File: src/hdl/ndaas_pkg.sv
package ndaas_pkg;

  localparam int MAX_DIMS_DEF  = 4;
  localparam int MEM_DEPTH_DEF = 1024;

  localparam int DIM_SLOTS   = 4;
  localparam int DCNT_W      = 3;
  localparam int EXT_W       = 11;
  localparam int IDX_W       = 10;
  localparam int DATA_W      = 32;
  localparam int CFG_AW      = 5;
  localparam int CFG_DW      = 32;
  localparam int QUEUE_DEPTH = 4;

  typedef enum logic [0:0] {
    OP_READ  = 1'b0,
    OP_WRITE = 1'b1
  } op_t;

  typedef enum logic [1:0] {
    ST_OK     = 2'd0,
    ST_RANGE  = 2'd1,
    ST_BADCFG = 2'd2
  } status_t;

  typedef enum logic [2:0] {
    REG_DIM_COUNT = 3'd0,
    REG_EXTENT_0  = 3'd1,
    REG_EXTENT_1  = 3'd2,
    REG_EXTENT_2  = 3'd3,
    REG_EXTENT_3  = 3'd4
  } reg_idx_t;

  // configuration as seen by the request front end
  typedef struct packed {
    logic [DCNT_W-1:0]                dim_count;
    logic [DIM_SLOTS-1:0][EXT_W-1:0]  extent;
    logic                             bad;
    logic                             busy;
  } cfg_view_t;

  typedef struct packed {
    op_t     op;
    status_t status;
  } req_ctl_t;

endpackage

File: src/hdl/ndaas_fifo.sv
module ndaas_fifo #(
  parameter int W     = 8,
  parameter int DEPTH = ndaas_pkg::QUEUE_DEPTH,
  localparam int PTR_W = (DEPTH > 1) ? $clog2(DEPTH) : 1,
  localparam int CNT_W = $clog2(DEPTH + 1)
) (
  input  logic             clk,
  input  logic             rst_n,
  input  logic             wr_en,
  input  logic [W-1:0]     wr_data,
  input  logic             rd_en,
  output logic [W-1:0]     rd_data,
  output logic             full,
  output logic             empty,
  output logic [CNT_W-1:0] count
);

  logic [W-1:0]     slot_r [DEPTH];
  logic [PTR_W-1:0] wr_ptr_r, wr_ptr_nxt;
  logic [PTR_W-1:0] rd_ptr_r, rd_ptr_nxt;
  logic [CNT_W-1:0] count_r, count_nxt;
  logic             do_wr, do_rd;

  assign full    = (count_r == CNT_W'(DEPTH));
  assign empty   = (count_r == '0);
  assign count   = count_r;
  assign rd_data = slot_r[rd_ptr_r];
  assign do_wr   = wr_en && !full;
  assign do_rd   = rd_en && !empty;

  always_comb begin
    wr_ptr_nxt = wr_ptr_r;
    rd_ptr_nxt = rd_ptr_r;
    count_nxt  = count_r;
    if (do_wr) begin
      wr_ptr_nxt = (wr_ptr_r == PTR_W'(DEPTH - 1)) ? '0 : wr_ptr_r + 1'b1;
    end
    if (do_rd) begin
      rd_ptr_nxt = (rd_ptr_r == PTR_W'(DEPTH - 1)) ? '0 : rd_ptr_r + 1'b1;
    end
    if (do_wr && !do_rd) begin
      count_nxt = count_r + 1'b1;
    end else if (do_rd && !do_wr) begin
      count_nxt = count_r - 1'b1;
    end
  end

  always_ff @(posedge clk) begin
    if (!rst_n) begin
      wr_ptr_r <= '0;
      rd_ptr_r <= '0;
      count_r  <= '0;
    end else begin
      wr_ptr_r <= wr_ptr_nxt;
      rd_ptr_r <= rd_ptr_nxt;
      count_r  <= count_nxt;
    end
  end

  always_ff @(posedge clk) begin
    if (do_wr) begin
      slot_r[wr_ptr_r] <= wr_data;
    end
  end

endmodule

File: config.mk
export PLATFORM = sky130hd
export DESIGN_NAME = ndaas_fifo
export DESIGN_NICKNAME = d
export VERILOG_FILES = /design/src/hdl/ndaas_pkg.sv /design/src/hdl/ndaas_fifo.sv
export SDC_FILE = /design/constraint.sdc
export NUM_CORES = 1
export LEC_CHECK = 0
export BUFFER_PORTS_ARGS = -buffer_cell sky130_fd_sc_hd__buf_4
export CAP_MARGIN = 10
export CELL_PAD_IN_SITES_DETAIL_PLACEMENT = 1
export CELL_PAD_IN_SITES_GLOBAL_PLACEMENT = 2
export CORE_MARGIN = 5
export CORE_UTILIZATION = 40
export DETAILED_ROUTE_END_ITERATION = 10
export GPL_TIMING_DRIVEN = 0
export HOLD_SLACK_MARGIN = 0.02
export PLACE_DENSITY_LB_ADDON = 0.1
export SYNTH_ARGS = -nofsm -noshare
export SYNTH_HDL_FRONTEND = slang
export SYNTH_SLANG_ARGS = --single-unit
export TNS_END_PERCENT = 50
File: constraint.sdc
create_clock -name clk -period 2.8 [get_ports clk]
set_clock_uncertainty 0.05 [all_clocks]
set_input_delay 0.56 -clock clk [delete_from_list [all_inputs] [get_ports clk]]
set_output_delay 0.56 -clock clk [all_outputs]
set_load 0.1 [all_outputs]
## Word-level counts from Yosys, hierarchy flattened

Memory sizes are Yosys's and may differ from the RTL's. A register that Yosys moved wholly into a read port is not among the register bits.
Cells that the tools add are included.

- Eq/ne operators: 3
- $add $sub $neg: 4
- Reductions and logical operators: 10
- Muxes and demuxes: 8

Operator list:

| operator | number |
|---|---|
| 2-bit 2-to-1 mux | 4 |
| 3-bit 2-to-1 mux | 2 |
| 2-bit by 1-bit adder with 2-bit output, second input constant | 2 |
| 2-bit == test, second input constant | 2 |
| 1-bit logical AND | 4 |
| 1-bit logical NOT | 4 |
| 3-bit by 1-bit adder with 3-bit output, second input constant | 1 |
| 3-bit == test, second input constant | 1 |
| 3-bit logical NOT | 1 |
| 3-bit by 1-bit subtractor with 3-bit output, second input constant | 1 |
| 1-bit 2-to-1 mux | 2 |
| 2-bit nonzero test | 1 |

- Logic and storage cells: 29
- Output and inout bits: 13
- Register bits after elaboration: 7
- Memories: 1
- RAM bits: 32

Memory list:

| name | depth | width | read ports | clocked after Yosys merged registers in | wr ports | RTL line | text |
|---|---|---|---|---|---|---|---|
| slot_r | 4 | 8 | 1 | 1 | 1 | ndaas_fifo.sv:18 | `logic [W-1:0] slot_r [DEPTH];` |

## Logic depth before layout (Yosys ltp)

- Depth after elaboration: 7
- Mapped depth: 9
- Gate-level depth less buffers: 8

## Worst setup path after synthesis

OpenSTA, ideal clock, no wires.

- Path kind: register to register
- From: register count_r[2], in the netlist count[2]
- To: register count_r[2], in the netlist count[2]
- Setup time: 0.076 ns
- Slack: -0.922 ns
- Data arrival time: 3.596 ns
- Required time: 2.674 ns
- Stages on the path, launching flop included: 10
- Buffers on the path: 1
- Cell sequence: dfxtp_1 > nor3b_2 > nor2b_1 > buf_2 > ha_1 > inv_1 > fa_1 > xor2_1 > or3_1 > a21boi_0

- Cells in the longest elaborated chain, start to end: 6
- Elaborated cells between the ends (all ways): 15
- Those cells by class: add/sub: 2; eq/ne: 1; mux: 2; reduce/logical: 10

Ends and longest elaborated chain:

| item | RTL line | text |
|---|---|---|
| start: declaration | ndaas_fifo.sv:21 | `logic [CNT_W-1:0] count_r, count_nxt;` |
| start signal: assignment | ndaas_fifo.sv:56 | `count_r <= count_nxt;` |
| 3-bit == test (*) | ndaas_fifo.sv:24 | `assign full = (count_r == CNT_W'(DEPTH));` |
| via full | ndaas_fifo.sv:13 | `output logic full,` |
| 1-bit logical NOT (*) | ndaas_fifo.sv:28 | `assign do_wr = wr_en && !full;` |
| 1-bit logical AND (*) | ndaas_fifo.sv:28 |  |
| via do_wr | ndaas_fifo.sv:22 | `logic do_wr, do_rd;` |
| 1-bit logical NOT | ndaas_fifo.sv:43 | `end else if (do_rd && !do_wr) begin` |
| 1-bit logical AND | ndaas_fifo.sv:43 |  |
| 2-bit nonzero test (no line) | - |  |

Mark *: on every way through the listed nets, which the timed path passes. The rest lies on a longest branch. The select of a mux whose other input is x is not followed.
A chain may end at the register's enable or synchronous reset.

## Worst setup path after layout

- From: register count_r[0], in the netlist count[0]
- To: register count_r[2], in the netlist count[2]

- Cells in the longest elaborated chain, start to end: 6
- Elaborated cells between the ends (all ways): 15
- Those cells by class: add/sub: 2; eq/ne: 1; mux: 2; reduce/logical: 10

Ends and longest elaborated chain:

| item |
|---|
| branches (longest 6 deep; another with 3-bit by 1-bit subtractor with 3-bit output) |

Several ways; the timed one is not identified. The select of a mux whose other input is x is not followed.

==> results.toml <==
[outcome]
status = "completed"

[synthesis]
synthCells = 93
synth_top_cell_by_area = "edfxtp_1"
syn_nets = 112
postSynthAreaPerCell_um2 = 17.5
synth_top_area_share_pct = 58.9
ys_ff_latch = 41
yosys-top-cells-area = "edfxtp_1 59%, dfxtp_1 11%, mux4_2 11%"
synth_cell_types = 23
yosys_warnings = 0
seq_area_frac_synth_pct = 70.0
netlist_area_um2 = 1630

[timing]
setup_viol = 0
worst_pin_slew_ns = 0.555
relSlewSlack_pct = 62.7
fin_crit_sh_pct = 83.6
grt_setup_unrepaired = "no"
period_minus_slack_ns = 2.34
drv_slew = 0
timing.fmax_mhz = 427
tns_ns = 0
hold_viol_final = 0

[place]
portBuffers = 24
placed_cell_area_um2 = 1890
gp_congestion = 0.744
hpwlAfterDp_um = 1980

[route]
wl_per_cell_um = 15.2
routed_wl_um = 2670
ant_nets = 0
vias_per_cell = 4.84
drt-initial-drc-count = 80
route.detailed.drc = 0
drt_pass1_iterations = 4
dr_total_vias = 847

[global_route]
grt_use_total_pct = 11.7
gr-max-usage-layer = "met2"
use_met3_pct = 4.51
grt_use_met1_pct = 13.0
grt_pass1_vias = 917
grt_max_degree = 13
met2_usage_pct = 19.5
grt_pass1_wl_um = 4570
grt_antenna_before_repair = 0
overflow = 0

[clock_tree]
cts_setup_buffers = 0
cts_tree = "yes"
clkTransAtPathRegs_ns = 0.07
cts_root_buf = "clkbuf_8"
htree_num_levels = 2
insertion_delay_ns = 0.28
cts_resized = 0
cts.sinks = 41
clock_path_buffers = 2
cts_hold_buffers = 0
numCtsBuffers = 5

[die]
dieArea_um2 = 5450
io_pins = 25
die_x_um = 73.8
die_y_um = 73.8
std_cell_rows = 23
start_util_pct = 41.1
coreArea_um2 = 3970

[finish]
diodes = 0
area_growth_pct = 21.0
design_area_um2 = 1970
layout_common_cells = "32 x edfxtp_1, 24 x buf_4, 8 x mux4_2"
final_nets = 143
mostFrequentLayoutCell = "edfxtp_1"
drive_above_1_share_pct = 36.0

[setup_path]
required_ns = 2.96
crit_path_top_delay_cell = "o31ai_1"
cp_top_family = "compound AO/OA/AOI/OAI gates"
max_stage_delay_ns = 0.52
crit_buf_inv = 1
worstSetupEndpointType = "flop"
cp_cell_sequence = "o31ai_1 > ha_1 > inv_1 > fa_1 > xor2_1 > or3_1 > a21boi_0"
start_kind = "flop"
crit_arrival_ns = 2.50
crit_fanout = 6
critical_path_class = "reg2reg"

[flow_run]
maxCapViolations = 0

[min_path]
min_path_type = "in2reg"
==> per-layer routing <==
| layer | vias up | wire (um) |
|---|---|---|
| met4 | 0 | 65 |
| met2 | 22 | 1410 |
| met3 | 5 | 156 |
| met1 | 411 | 1030 |
| met5 | - | 0 |
| li1 | 409 | - |
==> registers in the layout, indices dropped and copies added (netlist names), named ones only <==
name	flops
rd_ptr_r	2
slot_r	32
wr_ptr_r	2
count	3
==> metrics by stage <==
| step | worst slack [ns] | hold slack [ns] | utilization, % | instances |
|---|---|---|---|---|
| finish | 0.459 | 0.420 | 49.7 | 175 |
| global route | 0.289 | 0.400 | 49.7 | 175 |
| detailed placement | 0.432 | 0.453 | 47.6 | 167 |
| CTS | 0.403 | 0.412 | 49.7 | 175 |
| floorplan | -0.00398 | 0.418 | - | 93 |
| global placement | 0.460 | 0.440 | 47.6 | 167 |
==> final cells by class <==
class,count,area (um^2)
Clock inverter,1,5.00
Inverter,3,11.3
Fill cell,388,2000
Timing Repair Buffer,24,180
Sequential cell,41,1150
Tap cell,50,62.6
Buffer,4,17.5
Multi-Input combinational cell,45,472
Clock buffer,7,76.3
==> path summary, 6_finish.rpt <==
path / slack (ns) / endpoint / from / depth (start not counted)
worst max-delay path: 0.46 / count[2] / count[0] / 7
worst min-delay path: 0.42 / slot_r[0][5] / wr_data[5] / 1
worst max register to register: 0.46 / count[2] / count[0] / 7
worst min register to register: 0.46 / wr_ptr_r[1] / wr_ptr_r[1] / 2
==> synthesized netlist by cell type <==
cell,n
inv_1,3
fa_1,1
o21ai_0,3
buf_2,2
and2_1,5
a21boi_0,1
ha_1,6
nor3b_2,1
dfxtp_1,9
nor2b_1,2
clkbuf_1,1
mux4_2,8
nor2_1,2
buf_1,1
nand3_1,2
nand2_1,6
o31ai_1,1
nor3_1,1
xnor2_1,1
xor2_1,1
mux2i_1,3
edfxtp_1,32
or3_1,1
==> worst reg2reg max path: cells and delay by family (launching register included) <==
kind	cells	cell delay [ns]
flip-flops	1	0.38
AO/OA/AOI/OAI	2	0.67
buffers and inverters	1	0.06
AND/OR/NAND/NOR	1	0.30
XOR/XNOR	1	0.16
adder cells (fa/ha/maj)	2	0.67
==> logic make-up after synthesis <==
logic type	Yosys count	share of synthesized area (%)
flip-flops	41	70.0
AND/OR/NAND/NOR	20	6.60
multiplexers	11	12.9
buffers and inverters	7	1.76
adder cells (fa/ha/maj)	7	5.83
AO/OA/AOI/OAI	5	1.84
XOR/XNOR	2	1.07
Power is not shown: default switching activity piles up to over one toggle a cycle in this logic, so the estimate is an artifact.
