File: config.mk
export PLATFORM = sky130hd
export DESIGN_NAME = ndaas_front
export DESIGN_NICKNAME = d
export VERILOG_FILES = /design/src/hdl/ndaas_pkg.sv /design/src/hdl/ndaas_front.sv
export SDC_FILE = /design/constraint.sdc
export NUM_CORES = 1
export LEC_CHECK = 0
export ABC_CLOCK_PERIOD_IN_PS = 11100
export BUFFER_PORTS_ARGS = -buffer_cell sky130_fd_sc_hd__buf_2
export CELL_PAD_IN_SITES_DETAIL_PLACEMENT = 0
export CELL_PAD_IN_SITES_GLOBAL_PLACEMENT = 1
export CORE_MARGIN = 2
export CORE_UTILIZATION = 45
export CTS_CLUSTER_DIAMETER = 50
export CTS_CLUSTER_SIZE = 14
export DETAILED_ROUTE_END_ITERATION = 10
export PLACE_DENSITY = 0.88
export SLEW_MARGIN = 25
export SYNTH_ARGS = -nofsm -noshare
export SYNTH_HDL_FRONTEND = slang
export SYNTH_SLANG_ARGS = --single-unit
File: constraint.sdc
create_clock -name clk -period 11.1 [get_ports clk]
set_input_delay 0.555 -clock clk [delete_from_list [all_inputs] [get_ports clk]]
set_output_delay 0.555 -clock clk [all_outputs]
set_load 0.005 [all_outputs]
File: src/hdl/ndaas_pkg.sv
package ndaas_pkg;

  localparam int MAX_DIMS_DEF  = 4;
  localparam int MEM_DEPTH_DEF = 1024;

  localparam int DIM_SLOTS   = 4;
  localparam int DCNT_W      = 3;
  localparam int EXT_W       = 11;
  localparam int IDX_W       = 10;
  localparam int DATA_W      = 32;
  localparam int CFG_AW      = 5;
  localparam int CFG_DW      = 32;
  localparam int QUEUE_DEPTH = 4;

  typedef enum logic [0:0] {
    OP_READ  = 1'b0,
    OP_WRITE = 1'b1
  } op_t;

  typedef enum logic [1:0] {
    ST_OK     = 2'd0,
    ST_RANGE  = 2'd1,
    ST_BADCFG = 2'd2
  } status_t;

  typedef enum logic [2:0] {
    REG_DIM_COUNT = 3'd0,
    REG_EXTENT_0  = 3'd1,
    REG_EXTENT_1  = 3'd2,
    REG_EXTENT_2  = 3'd3,
    REG_EXTENT_3  = 3'd4
  } reg_idx_t;

  // configuration as seen by the request front end
  typedef struct packed {
    logic [DCNT_W-1:0]                dim_count;
    logic [DIM_SLOTS-1:0][EXT_W-1:0]  extent;
    logic                             bad;
    logic                             busy;
  } cfg_view_t;

  typedef struct packed {
    op_t     op;
    status_t status;
  } req_ctl_t;

endpackage

File: src/hdl/ndaas_front.sv
module ndaas_front #(
  parameter int MAX_DIMS  = ndaas_pkg::MAX_DIMS_DEF,
  parameter int MEM_DEPTH = ndaas_pkg::MEM_DEPTH_DEF,
  localparam int STRIDE_W = $clog2(MEM_DEPTH + 1),
  localparam int ADDR_W   = $clog2(MEM_DEPTH),
  localparam int PROD_W   = STRIDE_W + ndaas_pkg::IDX_W,
  localparam int SUM_W    = PROD_W + 2
) (
  input  logic                                                   clk,
  input  logic                                                   rst_n,
  input  logic                                                   push,
  output logic                                                   full,
  input  ndaas_pkg::op_t                                         op_i,
  input  logic [ndaas_pkg::DIM_SLOTS-1:0][ndaas_pkg::IDX_W-1:0]  index_i,
  input  logic [ndaas_pkg::DATA_W-1:0]                           wdata_i,
  input  ndaas_pkg::cfg_view_t                                   cfg_i,
  input  logic [MAX_DIMS-1:0][STRIDE_W-1:0]                      stride_i,
  input  logic                                                   q_full_i,
  output logic                                                   q_push_o,
  output ndaas_pkg::req_ctl_t                                    q_ctl_o,
  output logic [ADDR_W-1:0]                                      q_addr_o,
  output logic [ndaas_pkg::DATA_W-1:0]                           q_wdata_o
);

  logic                         v_r;
  ndaas_pkg::op_t               op_r;
  logic [ndaas_pkg::DATA_W-1:0] wdata_r;
  logic [PROD_W-1:0]            prod_r [MAX_DIMS];
  logic [PROD_W-1:0]            prod_c [MAX_DIMS];
  logic                         oor_r, oor_c;
  logic                         bad_r;
  logic                         used;
  logic                         accept;
  logic [SUM_W-1:0]             sum;
  logic                         over;

  assign full     = cfg_i.busy || (v_r && q_full_i);
  assign accept   = push && !full;
  assign q_push_o = v_r && !q_full_i;

  // per-dimension index times stride, and range check against the extent
  always_comb begin
    oor_c = 1'b0;
    used  = 1'b0;
    for (int k = 0; k < MAX_DIMS; k++) begin
      used      = (ndaas_pkg::DCNT_W'(k) < cfg_i.dim_count);
      prod_c[k] = used ? PROD_W'(index_i[k]) * PROD_W'(stride_i[k]) : '0;
      if (used && ({1'b0, index_i[k]} >= cfg_i.extent[k])) begin
        oor_c = 1'b1;
      end
    end
  end

  always_ff @(posedge clk) begin
    if (!rst_n) begin
      v_r <= 1'b0;
    end else if (accept) begin
      v_r <= 1'b1;
    end else if (q_push_o) begin
      v_r <= 1'b0;
    end
  end

  always_ff @(posedge clk) begin
    if (accept) begin
      op_r    <= op_i;
      wdata_r <= wdata_i;
      oor_r   <= oor_c;
      bad_r   <= cfg_i.bad;
      for (int k = 0; k < MAX_DIMS; k++) begin
        prod_r[k] <= prod_c[k];
      end
    end
  end

  always_comb begin
    sum = '0;
    for (int k = 0; k < MAX_DIMS; k++) begin
      sum = sum + SUM_W'(prod_r[k]);
    end
    over = (sum >= SUM_W'(MEM_DEPTH));
  end

  always_comb begin
    q_ctl_o.op = op_r;
    if (bad_r) begin
      q_ctl_o.status = ndaas_pkg::ST_BADCFG;
    end else if (oor_r || over) begin
      q_ctl_o.status = ndaas_pkg::ST_RANGE;
    end else begin
      q_ctl_o.status = ndaas_pkg::ST_OK;
    end
  end

  assign q_addr_o  = sum[ADDR_W-1:0];
  assign q_wdata_o = wdata_r;

endmodule

## Yosys cells after proc, flatten, opt, wreduce, memory -nomap -nowiden

Memory sizes are Yosys's and may differ from the RTL's.
Cells that the tools add are included.
W data, S select, Z words.

| storage, ports and cells | value |
|---|---|
| flip-flop bits (word level) | 36 |
| RAM bits | 84 |
| input port bits | 170 |
| output and inout bits | 47 |
| memories kept | 1 |

Memories:

| name | words | width | rd ports | clocked after Yosys merged registers in | wr ports | RTL line | source |
|---|---|---|---|---|---|---|---|
| prod_r | 4 | 21 | 4 | 0 | 4 | ndaas_front.sv:28 | `logic [PROD_W-1:0] prod_r [MAX_DIMS];` |

| cells by class | value |
|---|---|
| add/subtract/negate cells | 3 |
| $mul | 4 |
| $lt $le $gt $ge | 9 |
| mux-type cells | 11 |
| reduce and logical (&&, ||, !) cells | 13 |

Operators by type and width:

| operator | count |
|---|---|
| $mul A10 B11 Y21 | 4 |
| $mux W21 | 4 |
| $ge A10 B11 Y1 | 4 |
| $add A22 B21 Y23 | 1 |
| $add A23 B21 Y23 | 1 |
| $ge A23 B11 Y1 const B | 1 |
| $add A21 B21 Y22 | 1 |
| $logic_and A1 B1 Y1 | 7 |
| $lt A1 B3 Y1 const A | 2 |
| $lt A2 B3 Y1 const A | 2 |
| $mux W1 | 6 |
| $reduce_or A3 Y1 | 1 |
| $logic_not A1 Y1 | 2 |
| $logic_or A1 B1 Y1 | 2 |
| $mux W2 | 1 |
| $reduce_bool A2 Y1 | 1 |

## Logic depth before layout (Yosys ltp)

Gate-level depths: netlist of the first run.
An unclocked memory read counts as a cell.

| logic depth | value |
|---|---|
| depth in word-level cells | 8 |
| mapped depth | 22 |
| gate-level depth less buffers | 21 |

## Least setup slack after synthesis of the first run

OpenSTA, ideal clock, no wires.

| path | value |
|---|---|
| kind | input to register |
| from | input index_i[1] in the netlist's numbering |
| to | memory prod_r[0][20] in the netlist's numbering (data pin) |
| setup time | 0.260 ns |
| arrival | 5.475 ns |
| required time | 10.840 ns |
| setup slack | 5.365 ns |
| stages on the path | 21 |
| path buffers | 1 |
| path through | clkbuf_1 > nand2_1 > fa_1 > inv_1 > fa_1 > inv_1 > fa_1 > inv_1 > fa_1 > inv_1 > fa_1 > inv_1 > ha_1 > a21o_1 > a31oi_1 > o211ai_1 > and3_1 > o31a_1 > o21ai_0 > nor2b_1 > mux2_2 |

RTL lines:

| element | RTL line | source |
|---|---|---|
| from (decl) | ndaas_front.sv:14 | `input logic [ndaas_pkg::DIM_SLOTS-1:0][ndaas_pkg::IDX_W-1:0] index_i,` |
| to (decl) | ndaas_front.sv:28 |  |

==> results of run 1 <==
through the flow:
step	cell area, µm²	total power, mW	hold WS, ns	cells
floorplan	21600	4.745	0.4931	2345
global placement	23140	5.877	0.5133	3087
detailed placement	23140	5.936	0.5298	3087
CTS	23720	6.547	0.2993	3119
global route	23720	7.302	0.2978	3120
finish	23720	6.511	0.3151	3120
path summary, 6_finish.rpt:
kind / start / to / depth (start not counted)
setup reg to reg: v_r$_SDFFE_PN0P_ / prod_r[3][0]$_SDFFCE_PN0P_ / 3
setup / recovery: prod_r[2][1]$_SDFFCE_PN0P_ / q_ctl_o[0] / 16
hold reg to reg: v_r$_SDFFE_PN0P_ / v_r$_SDFFE_PN0P_ / 2
hold / removal: wdata_i[4] / q_wdata_o[4]$_DFFE_PP_ / 1
cells in the final DEF, fill, tap and decap left out, types with 17 or more instances in the layout:
cell	instances
a21o_1	21
a21oi_1	68
and2_1	222
and3_1	19
buf_2	216
clkbuf_16	17
edfxtp_1	119
fa_1	322
ha_1	286
inv_1	468
nand2_1	278
nand3_1	31
nor2_1	98
nor2b_1	22
nor3_1	34
o21ai_0	43
xnor2_1	32
xor2_1	35
worst max-delay path, stage by stage, from the launching register on:
cell      delay [ns]
edfxtp_1        0.44
inv_1           0.09
fa_1            0.53
inv_1           0.05
fa_1            0.43
ha_1            0.24
fa_1            0.50
a211oi_2        0.27
o211ai_1        0.21
a41o_1          0.33
o41ai_4         0.29
o21ai_1         0.15
mux2i_1         0.17
o211ai_1        0.10
o41a_1          0.43
a211o_1         0.35
buf_2           0.17
state kept, by name (all words and copies together) (netlist names):
| register | flops |
|---|---|
| bad_r | 1 |
| oor_r | 1 |
| v_r | 1 |
| op_r | 1 |
| q_wdata_o | 32 |
| prod_r | 84 |
cell type report:
class                      instances  area [µm²]
antenna                            1       2.502
clock buffer                      23       478.0
clock inverter                     9       100.1
fill                            4421       23830
inverter                         468        1757
multi-input combinational       1664       15910
sequential                       120        3593
tap                              615       769.5
timing repair buffer             220        1111
kinds of logic after synthesis:
| family | synth area share, % |
|---|---|
| AND/OR/NAND/NOR | 17.28 |
| adder cells (fa/ha/maj) | 46.40 |
| buffers and inverters | 9.788 |
| AO/OA/AOI/OAI | 6.991 |
| flip-flops | 16.63 |
| XOR/XNOR | 2.716 |
| multiplexers | 0.1911 |
report_power, final:
part	internal [mW]	total [mW]	switching, mW
Clock	0.346	0.543	0.197
Sequential	0.714	0.768	0.0544
Combinational	2.20	5.20	3.00
Total	3.26	6.51	3.26
synthesized netlist by cell type (3+ instances only):
cell / number
o21ai_0: 43
a31oi_1: 6
or3_1: 12
nand2_1: 278
a31o_2: 4
ha_1: 286
nand3b_1: 4
a2111oi_0: 4
o21a_1: 5
o2111ai_1: 11
mux2i_1: 3
nor2b_1: 22
a211o_1: 8
and2_1: 223
xor2_1: 35
nor4_1: 3
nor3b_1: 3
o211ai_1: 11
nand2b_1: 16
fa_1: 322
o21bai_1: 6
a21oi_1: 69
a211oi_1: 13
nor2_1: 98
nor3_1: 35
inv_1: 468
nand4_1: 5
o31ai_1: 4
clkbuf_1: 90
xnor2_1: 32
a21o_1: 21
nand3_1: 31
and3_1: 19
edfxtp_1: 119
per-layer routing:
layer,GRT usage [%],vias up,wire (µm)
li1,-,7685,-
met5,0,-,7
met1,27.54,8101,21790
met2,37.28,350,25070
met4,3.529,2,412
met3,2.371,29,2043
==> flow_summary.json, run 1 <==
{
  "status": "finished, final reports clean",
  "grt_max_degree": 64,
  "via_count": 16170,
  "avgViaCountPerCell": 5.182,
  "core_area_um2": 47550,
  "peakVddDrop_mv": 0.2962,
  "rsz0062_at_grt": "false",
  "path_clk_slew_ns": 0.06,
  "synth_seq_cells": 120,
  "hold_class": "input pin to flip-flop",
  "drt-initial-drc-count": 688,
  "synth_nets": 3123,
  "grt_antenna_before_repair": 3,
  "grt_pass1_wl_um": 84610,
  "r2r_slack_ns": 8.76,
  "port-buffer-count": 216,
  "start_kind": "flip-flop",
  "final_antenna_net_count": 0,
  "fmax_mhz": 174.3,
  "hpwl_um": 40780,
  "dieArea_um2": 49780,
  "drive_above_1_share_pct": 10.58,
  "grt_pass1_vias": 17300,
  "syn-instance-count": 2345,
  "routedWlPerCell_um": 15.81,
  "hold_violations": 0,
  "cp.arrival_ns": 5.18,
  "start_util_pct": 45.44,
  "critPathKind": "flip-flop to output pin",
  "p_per_area_nw_per_um2": 274.5,
  "cts_tree": "yes",
  "critPathRequiredTime_ns": 10.55,
  "drc": 0,
  "cts_resized": 0,
  "gr-total-overflow": 0,
  "tightest_slew_ns": 0.8605,
  "ys_warn_count": 0,
  "root_buffer": "clkbuf_16",
  "setup_viol": 0,
  "chipHeight_um": 223.1,
  "synth_ff_type": "edfxtp_1",
  "avgSynthCellArea_um2": 9.212,
  "drv_slew": 0,
  "period_needed_ns": 5.736,
  "synth_top_area_share_pct": 29.84,
  "slew_headroom_pct": 42.64,
  "async_flop_share_pct": 0,
  "cts-htree-levels": 4,
  "cp-end-kind": "output pin",
  "ios": 217,
  "seq_area_frac_synth_pct": 16.63,
  "row_count": 80,
  "synth_cell_types": 60,
  "cts_inserted_buffers": 17,
  "syn2layout_area_growth_pct": 9.788,
  "chipWidth_um": 223.1,
  "syn_area_um2": 21600,
  "insertion_delay_ns": 0.42,
  "setup_slack_ns": 5.364,
  "synthTopCellsByArea": "fa_1 30%, ha_1 17%, edfxtp_1 17%",
  "grt_usage_pct": 20.83,
  "setup_tns_ns": 0,
  "clk_path_buf_depth": 2,
  "p_leak_nw": 12.23,
  "place_congestion": 0.8622,
  "finalClockSkew_ns": 0.004680,
  "max_cap_viol_count": 0,
  "drt-pass1-iter-count": 5,
  "cp_max_fo": 3,
  "cts_setup_buffers": 0,
  "yosysTopAreaCell": "fa_1",
  "clock_sinks": 120,
  "synth-edff-count": 119,
  "nNetsFinal": 3269,
  "ctsHoldBuffers": 0,
  "place_ws_ns": 5.101,
  "final_util_pct": 49.88,
  "routed_wl_um": 49330,
  "fin_crit_sh_pct": 51.67
}
(Power assumes the default switching activity.)
==> run 2: changes to the inputs <==
ABC_CLOCK_PERIOD_IN_PS = 5560   (was 11100)
clock period = 5.56 ns   (was 11.1 ns; I/O delays follow)
==> flow_summary.json, run 2 (synthesis gave the netlist of run 1 again) <==
{
  "critPathKind": "flip-flop to output pin",
  "drv_slew": 0,
  "drc": 0,
  "holdPathStages": 1,
  "cp_max_fo": 3,
  "path_clk_slew_ns": 0.06,
  "syn2layout_area_growth_pct": 11.22,
  "grt_pass1_wl_um": 85790,
  "chipWidth_um": 223.1,
  "dieArea_um2": 49780,
  "grt_usage_pct": 21.10,
  "status": "finished, final reports clean",
  "avgViaCountPerCell": 5.200,
  "tightest_slew_ns": 0.8170,
  "fillers": 4388,
  "r2r-end": "prod_r[2][15]$_SDFFCE_PN0P_",
  "final_cell_mix": "467 x inv_1, 321 x fa_1, 285 x ha_1, 278 x nand2_1, 222 x and2_1",
  "root_buffer": "clkbuf_16",
  "nNetsFinal": 3298,
  "hold_end": "op_r$_DFFE_PP_",
  "hold_violations": 0,
  "grt_max_degree": 65,
  "hold_class": "input pin to flip-flop",
  "r2r_cells": 3,
  "cts_inserted_buffers": 17,
  "regArea_um2": 3593,
  "place_congestion": 0.8665,
  "top_register": "prod_r",
  "slew_headroom_pct": 45.53,
  "critPathRequiredTime_ns": 5.28,
  "hpwl_um": 42280,
  "rr_startpoint": "v_r$_SDFFE_PN0P_",
  "cp_slowest_stage_delay_ns": 0.57,
  "layout_commonest_cell": "inv_1",
  "start_util_pct": 45.44,
  "period_needed_ns": 5.428,
  "multi_input_area_um2": 15920,
  "cts-htree-levels": 4,
  "start_kind": "flip-flop",
  "fin_cells": 3149,
  "via_count": 16370,
  "grt_antenna_before_repair": 2,
  "fin_crit_sh_pct": 97.63,
  "cp.arrival_ns": 5.15,
  "peakVddDrop_mv": 0.6510,
  "dp.cells": 3115,
  "ctsHoldBuffers": 0,
  "drt-pass1-iter-count": 5,
  "fmax_mhz": 184.2,
  "grt_pass1_vias": 17560,
  "gr-total-overflow": 0,
  "final_antenna_net_count": 0,
  "slowest_stage": "a2111oi_0",
  "ios": 217,
  "setup_viol": 0,
  "final_util_pct": 50.53,
  "row_count": 80,
  "rsz0062_at_grt": "false",
  "p_leak_nw": 12.41,
  "clock_sinks": 120,
  "finalClockSkew_ns": 0.005189,
  "core_area_um2": 47550,
  "max_cap_viol_count": 0,
  "cp_common_cell": "fa_1",
  "setup_tns_ns": 0,
  "port-buffer-count": 216,
  "insertion_delay_ns": 0.42,
  "routed_wl_um": 50220,
  "hold_start": "op_i",
  "path_cells": "inv_2, fa_1, inv_1, fa_1, ha_2, fa_2, a211oi_2, o211ai_1, a41o_1, o41ai_4, o21ai_1, o2111ai_1, a21oi_1, a2111oi_0, a211o_1, buf_2",
  "drt-initial-drc-count": 871,
  "clk_path_buf_depth": 2,
  "routedWlPerCell_um": 15.95,
  "r2r_slack_ns": 3.23,
  "p_per_area_nw_per_um2": 554.5,
  "chipHeight_um": 223.1,
  "drive_above_1_share_pct": 11.88,
  "cp-end-kind": "output pin",
  "cts_tree": "yes",
  "largest_reg_flops": 84
}
## run 2: changes by cell type in the layout (fill, tap and decap cells not counted), sizes merged
cell / previous run / this run
buf: 220 / 249
bufinv: 2 / 5
clkbuf: 23 / 19
clkinv: 5 / 7
clkinvlp: 2 / 1
## run 2: area by class of cell
| class | instances | area share, % |
|---|---|---|
| Clock buffer | 19 | 1.885 |
| Sequential cell | 120 | 14.96 |
| Timing Repair Buffer | 249 | 5.530 |
| Inverter | 468 | 7.311 |
| Tap cell | 615 | 3.203 |
| Multi-Input combinational cell | 1664 | 66.27 |
| Antenna cell | 1 | 0.01042 |
| Clock inverter | 13 | 0.8332 |
## run 2: worst max-delay path by stage
stage,from,to,depth (start not counted)
after floorplan,index_i[1],prod_r[0][20]$_SDFFCE_PP0P_,21
after global placement,stride_i[5],prod_r[0][20]$_SDFFCE_PP0P_,21
after detailed placement,stride_i[5],prod_r[0][20]$_SDFFCE_PP0P_,21
after CTS,prod_r[2][1]$_SDFFCE_PN0P_,q_ctl_o[0],16
after global routing,prod_r[2][1]$_SDFFCE_PN0P_,q_ctl_o[0],16
final,prod_r[2][1]$_SDFFCE_PN0P_,q_ctl_o[0],16
## run 2: metrics by stage
stage                     power, mW  setup slack (ns)  instance area, µm²  hold WS [ns]
after floorplan               9.472            0.1025               21600        0.3769
after global placement        11.83            0.1065               23350        0.4554
after detailed placement      11.98           0.04063               23350        0.4568
after CTS                     13.32           0.06135               24000      0.009803
after global routing          14.91           0.02907               24030       0.01384
final                         13.32            0.1317               24030       0.03158
## run 2: routing by layer
| layer | wire [µm] | vias up | track usage [%] |
|---|---|---|---|
| met3 | 2085 | 63 | 2.502 |
| met2 | 25180 | 377 | 37.68 |
| met5 | 13 | - | 0 |
| li1 | - | 7747 | - |
| met1 | 22130 | 8185 | 27.59 |
| met4 | 816 | 2 | 4.373 |
## run 2: where the power goes
group / switching (mW) / total (mW) / internal (mW)
Sequential: 0.115 / 1.54 / 1.43
Clock: 0.398 / 1.21 / 0.815
Combinational: 6.07 / 10.6 / 4.50
## run 2: critical path, delay by kind of cell (launching register included)
kind	cells	cell delay (ns)
buf+inv	3	0.30
fa+ha+maj	4	1.54
compound gates	9	2.44
flops	1	0.43
## run 2: what timing repair did
item | 4_1_cts | 5_1_grt
endpoints found under the setup margin | 0 | 1
setup buffers | 0 | 1
resized for setup | 0 | 4
